==> config.mk <==
export PLATFORM = sky130hd
export DESIGN_NAME = sha1_hash_engine_core
export DESIGN_NICKNAME = d
export VERILOG_FILES = /design/src/hw/rtl/sha1_pkg.sv /design/src/hw/rtl/sha1_dp.sv /design/src/hw/rtl/sha1_ctrl.sv /design/src/hw/rtl/sha1_hash_engine_core.sv
export SDC_FILE = /design/constraint.sdc
export NUM_CORES = 2
export LEC_CHECK = 0
export BUFFER_PORTS_ARGS = -buffer_cell sky130_fd_sc_hd__buf_2
export CAP_MARGIN = 10
export CORE_MARGIN = 2
export CORE_UTILIZATION = 45
export DETAILED_ROUTE_END_ITERATION = 7
export HOLD_SLACK_MARGIN = 0.03
export SYNTH_ARGS = -nofsm -noshare
export SYNTH_HDL_FRONTEND = slang
export SYNTH_SLANG_ARGS = --single-unit
==> constraint.sdc <==
create_clock -name clock -period 8.2 [get_ports clock]
set_input_delay 0.41 -clock clock [delete_from_list [all_inputs] [get_ports clock]]
set_output_delay 0.41 -clock clock [all_outputs]
set_load 0.01 [all_outputs]
==> src/hw/rtl/sha1_pkg.sv <==
`timescale 1ns / 1ps

package sha1_pkg;

   localparam logic [31:0] K_00_19 = 32'h5a827999;
   localparam logic [31:0] K_20_39 = 32'h6ed9eba1;
   localparam logic [31:0] K_40_59 = 32'h8f1bbcdc;
   localparam logic [31:0] K_60_79 = 32'hca62c1d6;

   // index 0 is h0
   localparam logic [4:0][31:0] H_INIT = {
      32'hc3d2e1f0, 32'h10325476, 32'h98badcfe, 32'hefcdab89, 32'h67452301
   };

   localparam logic [7:0] PAD_BYTE    = 8'h80;
   localparam logic [6:0] ROUND_LAST  = 7'd79;
   localparam logic [5:0] LEN_START   = 6'd56;
   localparam logic [2:0] MAX_BYTES   = 3'd4;
   localparam logic [2:0] DIGEST_LAST = 3'd4;

   typedef enum logic [7:0] {
      ST_IDLE   = 8'b0000_0001,
      ST_ABSORB = 8'b0000_0010,
      ST_PAD    = 8'b0000_0100,
      ST_LEN    = 8'b0000_1000,
      ST_LOAD   = 8'b0001_0000,
      ST_ROUND  = 8'b0010_0000,
      ST_UPDATE = 8'b0100_0000,
      ST_OUT    = 8'b1000_0000
   } sha1_state_type;

   typedef struct packed {
      logic accept;
      logic absorb;
      logic pad;
      logic len_blk;
      logic init;
      logic round;
      logic update;
      logic emit;
   } sha1_cmd_type;

   typedef struct packed {
      logic fill_block;
      logic hold_last;
      logic need_len;
      logic round_last;
      logic out_last;
   } sha1_stat_type;

   function automatic logic [31:0] sha1_f(input logic [6:0] rnd, input logic [31:0] b,
                                          input logic [31:0] c, input logic [31:0] d);
      logic [31:0] res;
      if (rnd < 7'd20) begin
         res = (b & c) | (~b & d);
      end else if (rnd < 7'd40) begin
         res = b ^ c ^ d;
      end else if (rnd < 7'd60) begin
         res = (b & c) | (b & d) | (c & d);
      end else begin
         res = b ^ c ^ d;
      end
      return res;
   endfunction

   function automatic logic [31:0] sha1_k(input logic [6:0] rnd);
      logic [31:0] res;
      if (rnd < 7'd20) begin
         res = K_00_19;
      end else if (rnd < 7'd40) begin
         res = K_20_39;
      end else if (rnd < 7'd60) begin
         res = K_40_59;
      end else begin
         res = K_60_79;
      end
      return res;
   endfunction

endpackage

==> src/hw/rtl/sha1_dp.sv <==
`timescale 1ns / 1ps

module sha1_dp (
   input  logic                    clock,
   input  logic                    reset,
   input  sha1_pkg::sha1_cmd_type  cmd,
   output sha1_pkg::sha1_stat_type stat,
   input  logic [31:0]             in_word,
   input  logic [2:0]              in_count,
   input  logic                    in_last,
   output logic [31:0]             out_word,
   output logic [2:0]              out_index
);

   logic [15:0][31:0] buf_ff, buf_in;
   logic [4:0][31:0]  hash_ff, hash_in;
   logic [31:0]       a_ff, b_ff, c_ff, d_ff, e_ff;
   logic [31:0]       a_in, b_in, c_in, d_in, e_in;
   logic [6:0]        rnd_ff, rnd_in;
   logic [5:0]        pend_ff, pend_in;
   logic [63:0]       total_ff, total_in;
   logic [31:0]       hold_word_ff, hold_word_in;
   logic [2:0]        hold_cnt_ff, hold_cnt_in;
   logic              hold_last_ff, hold_last_in;
   logic [2:0]        idx_ff, idx_in;

   logic [6:0]  room;
   logic [2:0]  fit;
   logic        fills;
   logic [63:0] bit_len;
   logic [31:0] sched_mix, sched_next, temp;
   logic [5:0]  off;

   // room left in the block, and how many held bytes go in now
   assign room    = 7'd64 - {1'b0, pend_ff};
   assign fills   = (hold_cnt_ff != 3'd0) && ({4'b0, hold_cnt_ff} >= room);
   assign fit     = fills ? room[2:0] : hold_cnt_ff;
   assign bit_len = {total_ff[60:0], 3'b000};

   assign sched_mix  = buf_ff[13] ^ buf_ff[8] ^ buf_ff[2] ^ buf_ff[0];
   assign sched_next = {sched_mix[30:0], sched_mix[31]};
   assign temp = {a_ff[26:0], a_ff[31:27]} + sha1_pkg::sha1_f(rnd_ff, b_ff, c_ff, d_ff)
               + e_ff + sha1_pkg::sha1_k(rnd_ff) + buf_ff[0];

   always_comb begin
      buf_in = buf_ff;
      off    = 6'd0;
      if (cmd.absorb) begin
         for (int q = 0; q < 64; q++) begin
            off = 6'(q) - pend_ff;
            if ((6'(q) >= pend_ff) && (off < {3'b000, fit})) begin
               buf_in[q / 4][(3 - (q % 4)) * 8 +: 8] =
                  hold_word_ff[(5'd24 - {off[1:0], 3'b000}) +: 8];
            end
         end
      end else if (cmd.pad) begin
         for (int q = 0; q < 64; q++) begin
            if (6'(q) == pend_ff) begin
               buf_in[q / 4][(3 - (q % 4)) * 8 +: 8] = sha1_pkg::PAD_BYTE;
            end else if (6'(q) > pend_ff) begin
               buf_in[q / 4][(3 - (q % 4)) * 8 +: 8] = 8'h00;
            end
         end
         if (pend_ff < sha1_pkg::LEN_START) begin
            buf_in[14] = bit_len[63:32];
            buf_in[15] = bit_len[31:0];
         end
      end else if (cmd.len_blk) begin
         buf_in     = '0;
         buf_in[14] = bit_len[63:32];
         buf_in[15] = bit_len[31:0];
      end else if (cmd.round) begin
         // rolling schedule window, buf_ff[0] is the current round's word
         for (int i = 0; i < 15; i++) begin
            buf_in[i] = buf_ff[i + 1];
         end
         buf_in[15] = sched_next;
      end
   end

   always_comb begin
      a_in = a_ff;
      b_in = b_ff;
      c_in = c_ff;
      d_in = d_ff;
      e_in = e_ff;
      rnd_in = rnd_ff;
      if (cmd.init) begin
         a_in   = hash_ff[0];
         b_in   = hash_ff[1];
         c_in   = hash_ff[2];
         d_in   = hash_ff[3];
         e_in   = hash_ff[4];
         rnd_in = 7'd0;
      end else if (cmd.round) begin
         a_in   = temp;
         b_in   = a_ff;
         c_in   = {b_ff[1:0], b_ff[31:2]};
         d_in   = c_ff;
         e_in   = d_ff;
         rnd_in = rnd_ff + 7'd1;
      end
   end

   always_comb begin
      hash_in      = hash_ff;
      pend_in      = pend_ff;
      total_in     = total_ff;
      hold_word_in = hold_word_ff;
      hold_cnt_in  = hold_cnt_ff;
      hold_last_in = hold_last_ff;
      idx_in       = idx_ff;
      if (cmd.accept) begin
         hold_word_in = in_word;
         hold_cnt_in  = (in_count > sha1_pkg::MAX_BYTES) ? sha1_pkg::MAX_BYTES : in_count;
         hold_last_in = in_last;
      end
      if (cmd.absorb) begin
         hold_word_in = hold_word_ff << {fit, 3'b000};
         hold_cnt_in  = hold_cnt_ff - fit;
         pend_in      = pend_ff + {3'b000, fit};
         total_in     = total_ff + {61'd0, fit};
      end
      if (cmd.update) begin
         hash_in[0] = hash_ff[0] + a_ff;
         hash_in[1] = hash_ff[1] + b_ff;
         hash_in[2] = hash_ff[2] + c_ff;
         hash_in[3] = hash_ff[3] + d_ff;
         hash_in[4] = hash_ff[4] + e_ff;
      end
      if (cmd.emit) begin
         if (idx_ff == sha1_pkg::DIGEST_LAST) begin
            // digest delivered, start the next message
            idx_in       = 3'd0;
            hash_in      = sha1_pkg::H_INIT;
            pend_in      = 6'd0;
            total_in     = 64'd0;
            hold_last_in = 1'b0;
         end else begin
            idx_in = idx_ff + 3'd1;
         end
      end
   end

   always_ff @(posedge clock) begin
      if (reset) begin
         hash_ff      <= sha1_pkg::H_INIT;
         rnd_ff       <= 7'd0;
         pend_ff      <= 6'd0;
         total_ff     <= 64'd0;
         hold_cnt_ff  <= 3'd0;
         hold_last_ff <= 1'b0;
         idx_ff       <= 3'd0;
      end else begin
         hash_ff      <= hash_in;
         rnd_ff       <= rnd_in;
         pend_ff      <= pend_in;
         total_ff     <= total_in;
         hold_cnt_ff  <= hold_cnt_in;
         hold_last_ff <= hold_last_in;
         idx_ff       <= idx_in;
      end
   end

   always_ff @(posedge clock) begin
      buf_ff       <= buf_in;
      a_ff         <= a_in;
      b_ff         <= b_in;
      c_ff         <= c_in;
      d_ff         <= d_in;
      e_ff         <= e_in;
      hold_word_ff <= hold_word_in;
   end

   assign stat.fill_block = fills;
   assign stat.hold_last  = hold_last_ff;
   assign stat.need_len   = pend_ff >= sha1_pkg::LEN_START;
   assign stat.round_last = rnd_ff == sha1_pkg::ROUND_LAST;
   assign stat.out_last   = idx_ff == sha1_pkg::DIGEST_LAST;

   assign out_word  = hash_ff[idx_ff];
   assign out_index = idx_ff;

endmodule

==> src/hw/rtl/sha1_ctrl.sv <==
`timescale 1ns / 1ps

module sha1_ctrl (
   input  logic                    clock,
   input  logic                    reset,
   input  logic                    in_valid,
   output logic                    in_ready,
   output logic                    out_valid,
   input  logic                    out_ready,
   input  sha1_pkg::sha1_stat_type stat,
   output sha1_pkg::sha1_cmd_type  cmd
);

   sha1_pkg::sha1_state_type state_ff, state_in;
   sha1_pkg::sha1_state_type ret_ff, ret_in;

   always_comb begin
      state_in = state_ff;
      ret_in   = ret_ff;
      cmd      = '0;
      unique case (state_ff)
         sha1_pkg::ST_IDLE: begin
            if (in_valid) begin
               cmd.accept = 1'b1;
               state_in   = sha1_pkg::ST_ABSORB;
            end
         end
         sha1_pkg::ST_ABSORB: begin
            cmd.absorb = 1'b1;
            if (stat.fill_block) begin
               // leftover bytes go in after the block is hashed
               state_in = sha1_pkg::ST_LOAD;
               ret_in   = sha1_pkg::ST_ABSORB;
            end else if (stat.hold_last) begin
               state_in = sha1_pkg::ST_PAD;
            end else begin
               state_in = sha1_pkg::ST_IDLE;
            end
         end
         sha1_pkg::ST_PAD: begin
            cmd.pad  = 1'b1;
            state_in = sha1_pkg::ST_LOAD;
            ret_in   = stat.need_len ? sha1_pkg::ST_LEN : sha1_pkg::ST_OUT;
         end
         sha1_pkg::ST_LEN: begin
            cmd.len_blk = 1'b1;
            state_in    = sha1_pkg::ST_LOAD;
            ret_in      = sha1_pkg::ST_OUT;
         end
         sha1_pkg::ST_LOAD: begin
            cmd.init = 1'b1;
            state_in = sha1_pkg::ST_ROUND;
         end
         sha1_pkg::ST_ROUND: begin
            cmd.round = 1'b1;
            if (stat.round_last) begin
               state_in = sha1_pkg::ST_UPDATE;
            end
         end
         sha1_pkg::ST_UPDATE: begin
            cmd.update = 1'b1;
            state_in   = ret_ff;
         end
         sha1_pkg::ST_OUT: begin
            if (out_ready) begin
               cmd.emit = 1'b1;
               if (stat.out_last) begin
                  state_in = sha1_pkg::ST_IDLE;
               end
            end
         end
         default: begin
            state_in = sha1_pkg::ST_IDLE;
         end
      endcase
   end

   always_ff @(posedge clock) begin
      if (reset) begin
         state_ff <= sha1_pkg::ST_IDLE;
         ret_ff   <= sha1_pkg::ST_IDLE;
      end else begin
         state_ff <= state_in;
         ret_ff   <= ret_in;
      end
   end

   assign in_ready  = state_ff == sha1_pkg::ST_IDLE;
   assign out_valid = state_ff == sha1_pkg::ST_OUT;

endmodule

==> src/hw/rtl/sha1_hash_engine_core.sv <==
`timescale 1ns / 1ps

// channel   | ports        | tdata, low bit first                  | tlast
// ----------+--------------+---------------------------------------+----------
// request   | req_t*       | message_word[31:0], valid_bytes[34:32] | last_item
// response  | rsp_t*       | digest_word[31:0], word_index[34:32]   | last_word
//
// an item is taken while idle, then its bytes are packed into the block
// a full 64-byte block adds a load, 80 rounds, the chaining update and a repack
// a last item adds a pad step and a hashed block, plus a length step and a
// second block when the pad lands past byte 55, then five transfers
// reset is synchronous and restores the initial chaining value at once
// rsp_tready low holds the digest word; no request is taken until the digest is out

module sha1_hash_engine_core (
   input  logic        clock,
   input  logic        reset,
   input  logic        req_tvalid,
   output logic        req_tready,
   input  logic [39:0] req_tdata,   // message_word, valid_bytes, zero fill
   input  logic        req_tlast,
   output logic        rsp_tvalid,
   input  logic        rsp_tready,
   output logic [39:0] rsp_tdata,   // digest_word, word_index, zero fill
   output logic        rsp_tlast
);

   sha1_pkg::sha1_cmd_type  cmd;
   sha1_pkg::sha1_stat_type stat;
   logic [31:0]             digest_word;
   logic [2:0]              word_index;

   sha1_ctrl u_ctrl (
      .clock     (clock),
      .reset     (reset),
      .in_valid  (req_tvalid),
      .in_ready  (req_tready),
      .out_valid (rsp_tvalid),
      .out_ready (rsp_tready),
      .stat      (stat),
      .cmd       (cmd)
   );

   sha1_dp u_dp (
      .clock     (clock),
      .reset     (reset),
      .cmd       (cmd),
      .stat      (stat),
      .in_word   (req_tdata[31:0]),
      .in_count  (req_tdata[34:32]),
      .in_last   (req_tlast),
      .out_word  (digest_word),
      .out_index (word_index)
   );

   assign rsp_tdata = {5'd0, word_index, digest_word};
   assign rsp_tlast = stat.out_last;

`ifndef SYNTHESIS
   a_no_overlap: assert property (@(posedge clock) disable iff (reset)
      !(req_tready && rsp_tvalid))
      else $error("request taken while digest pending");

   a_absorb_after_accept: assert property (@(posedge clock) disable iff (reset)
      (req_tvalid && req_tready) |=> !req_tready && !rsp_tvalid)
      else $error("accepted item not absorbed");

   a_digest_ends: assert property (@(posedge clock) disable iff (reset)
      (rsp_tvalid && rsp_tready && rsp_tlast) |=> !rsp_tvalid && req_tready)
      else $error("digest did not end after last word");
`endif

endmodule

==> out/metrics.yaml <==
synth_mux_area_share_pct: 2.76
hold_viol: 0
rows: 130
syn_inst: 5667
crit_start: "u_dp.rnd_ff[5]$_SDFFE_PP0P_"
synth.most_common_cell: "nand2_1"
ant_nets: 0
synthXorXnorAreaFrac_pct: 5.51
min_from: "req_tdata[32]"
synth_top_area_share_pct: 36.9
synth-edff-count: 704
postSynthAreaPerCell_um2: 10.1
vias: 44400
end_kind: "flop"
htree_num_levels: 3
synth_async_sr_flop_share_pct: 0
clock.fmax_mhz: 143
r2r_setup_slack_ns: 1.20
rsz0062_at_grt: "no"
hold_path_end: "u_dp.hold_cnt_ff[0]$_SDFFE_PP0P_"
area_growth_pct: 11.0
synthFlopType: "edfxtp_1"
viasPerCell: 5.99
cts_setup_buffers: 0
yosysWarnings: 0
grt_max_degree: 167
grt_pass1_vias: 42300
clock_skew_ns: 0.0292
start_util_pct: 45.5
required_ns: 8.66
synthAdderAreaFrac_pct: 10.2
cts_resized: 0
synth_compound_area_share_pct: 18.5
cts_hold_buffers: 36
synth_cell_type_count: 94
dp_hpwl_um: 126000
power_density_nw_per_um2: 188
final_nets: 6101
io_pins: 88
grt_first_pass_wirelength_um: 270000
die_h_um: 361
criticalPathCategory: "flop to flop"
whs_path_depth: 5
drc: 0
drv_cap: 0
worstSetupStartpointType: "flop"
synth.area.top_cells: "edfxtp_1 37%, dfxtp_1 8.8%, a21o_1 6.1%"
tightest_slew_ns: 1.28
tns_ns: 0
grt-ovfl-total: 0
seq_area_um2: 26200
clockRootBuffer: "clkbuf_16"
clock_sinks: 957
clk_pin_slew_ns: 0.06
synth_seq_area_share_pct: 45.8
nFillCells: 11500
routedWlPerCell_um: 24.3
clk_latency_ns: 0.76
antenna_found_initial: 4
rr_endpoint: "u_dp.a_ff[23]$_DFFE_PP_"
die_w_um: 361
synth_top_family_by_area: "compound AO/OA/AOI/OAI gates"
firstDrtPassIters: 6
period_needed_ns: 7.00
crit_arrival_ns: 7.46
wirelength_um: 180000
drv_slew: 0
syn_area_um2: 57300
grtUsageTotal_pct: 27.2
dr.first_iter.drc_count: 5275
cts_tree: "built"
finalSetupViolations: 0
place.gp.congestion: 0.921
place_area_um2: 59400
r2r-start: "u_dp.rnd_ff[5]$_SDFFE_PP0P_"
cts_buffers: 108
p_leak_nw: 26.0
dieArea_um2: 130000
reg2reg_depth: 22
multi_input_area_um2: 28900
status: "finished, final reports clean"
synth_seq_cells: 957
relSlewSlack_pct: 14.9
hold_path_class: "input port to flop"
synth_simple_gate_area_share_pct: 13.2
finalCritPeriodShare_pct: 85.4
drive_above_1_share_pct: 8.28
ir_drop_mv: 0.179
final_area_um2: 63600
clock_path_buffers: 3
synth_area_leader_cell: "edfxtp_1"
crit_path_max_fanout: 30
synth_commonest_cells: "842 x nand2_1, 704 x edfxtp_1, 466 x a21o_1"
placement.io_buffers: 77
core_area_um2: 126000
-- layer usage --
layer / vias up / part of all wire, % / GRT usage (%)
met3: 272 / 7.4 / 4.02
met4: 4 / 3.2 / 8.23
li1: 20400 / - / -
met2: 1760 / 46 / 42.9
met5: - / 0.014 / 0
met1: 22000 / 44 / 38.7
-- area by class of cell --
| cell class | instances | area share (%) |
|---|---|---|
| sequential | 957 | 41.2 |
| multi-input combinational | 4106 | 45.4 |
| clock inverter | 60 | 1.30 |
| timing repair buffer | 218 | 2.45 |
| inverter | 277 | 1.64 |
| antenna | 1 | 0.00394 |
| clock buffer | 144 | 4.67 |
| tap | 1650 | 3.25 |
-- worst max-delay path by stage --
stage	endpoint	slack [ns]	depth (start not counted)
2_1_floorplan	u_dp.total_ff[52]$_SDFF_PP0_	1.72	23
3_3_place_gp	u_dp.a_ff[30]$_DFFE_PP_	1.41	23
3_5_place_dp	u_dp.a_ff[23]$_DFFE_PP_	1.34	22
4_1_cts	u_dp.a_ff[23]$_DFFE_PP_	1.29	22
5_1_grt	u_dp.a_ff[31]$_DFFE_PP_	0.82	22
6_report	u_dp.a_ff[23]$_DFFE_PP_	1.20	22
-- metrics by stage --
stage                     setup WS, ns  instances  power [mW]  hold slack (ns)  utilization [%]
after floorplan                   1.72       5671        6.39            0.423                -
after global placement            1.41       7170        6.76            0.437             47.2
after detailed placement          1.34       7170        6.78            0.453             47.2
after CTS                         1.29       7410        12.0           0.0846             50.5
after global routing             0.817       7412        12.3            0.111             50.5
final                             1.20       7413        11.9            0.110             50.5
-- state kept, by name, summed over array words and instances, names as in the netlist --
| register | flops |
|---|---|
| u_dp.out_index | 3 |
| u_dp.buf_ff | 512 |
| u_dp.hold_last_ff | 1 |
| u_dp.total_ff | 61 |
| u_dp.rnd_ff | 7 |
| u_dp.hash_ff | 160 |
| u_dp.c_ff | 32 |
| u_dp.hold_cnt_ff | 3 |
| u_dp.a_ff | 32 |
| u_dp.b_ff | 32 |
| u_dp.pend_ff | 6 |
| u_dp.hold_word_ff | 32 |
| u_dp.e_ff | 32 |
| u_ctrl.state_ff | 8 |
| u_ctrl.ret_ff | 4 |
| u_dp.d_ff | 32 |
-- cells in the final DEF, fill, tap and decap left out, types with 14 or more instances in the layout --
master | Yosys | final
bufinv_16 | 0 | 16
a32oi_1 | 21 | 21
clkbuf_1 | 286 | 23
inv_1 | 275 | 275
a211oi_1 | 42 | 35
nor2_1 | 361 | 360
a221o_1 | 73 | 73
buf_4 | 6 | 102
nor2b_1 | 70 | 70
o21ai_0 | 265 | 265
and2_1 | 40 | 40
dfxtp_1 | 253 | 248
a31oi_1 | 39 | 38
nand2_1 | 842 | 842
o211ai_1 | 59 | 59
nand4_1 | 27 | 27
clkinv_2 | 0 | 16
ha_1 | 260 | 260
o21bai_1 | 20 | 19
a21oi_1 | 366 | 362
clkbuf_16 | 0 | 108
mux2i_1 | 23 | 23
fa_1 | 128 | 128
mux4_2 | 56 | 56
nand3_1 | 93 | 92
a21o_1 | 466 | 466
xnor2_1 | 218 | 218
nand3b_1 | 14 | 14
edfxtp_1 | 704 | 704
clkinv_1 | 2 | 17
xor2_1 | 142 | 142
nor3_1 | 75 | 74
nand2b_1 | 31 | 31
o21a_1 | 42 | 42
and3_1 | 38 | 36
or3_1 | 33 | 33
o32ai_1 | 20 | 20
dlygate4sd3_1 | 0 | 36
buf_2 | 19 | 77
-- power by group --
group          leakage [nW]  internal, mW  switching (mW)
Clock                  1.85          3.07            2.16
Sequential             8.43          5.45           0.100
Combinational          15.7         0.448           0.714
-- cells by family after synthesis --
family                   count (synthesis)
adder cells (fa/ha/maj)                388
multiplexers                            86
other                                    1
XOR/XNOR                               360
AND/OR/NAND/NOR                       1694
buffers and inverters                  608
flip-flops                             957
AO/OA/AOI/OAI                         1573
-- worst max-delay path, cell delays in order, from the launching register on --
cell and delay [ns]:
dfxtp_1 0.44, o21ai_0 0.18, nor3_1 0.58, clkinv_1 0.20, nand2_1 0.36, buf_4 0.43
o21ai_0 0.20, fa_1 0.54, inv_1 0.07, fa_1 0.51, inv_1 0.06, fa_1 0.50
inv_1 0.04, ha_1 0.23, o31ai_1 0.49, a21oi_1 0.20, a311oi_2 0.47, o311ai_1 0.17
o41a_1 0.37, a21o_1 0.22, a31oi_1 0.20, xor2_1 0.17, a21oi_1 0.08
(Power assumes the default switching activity.)
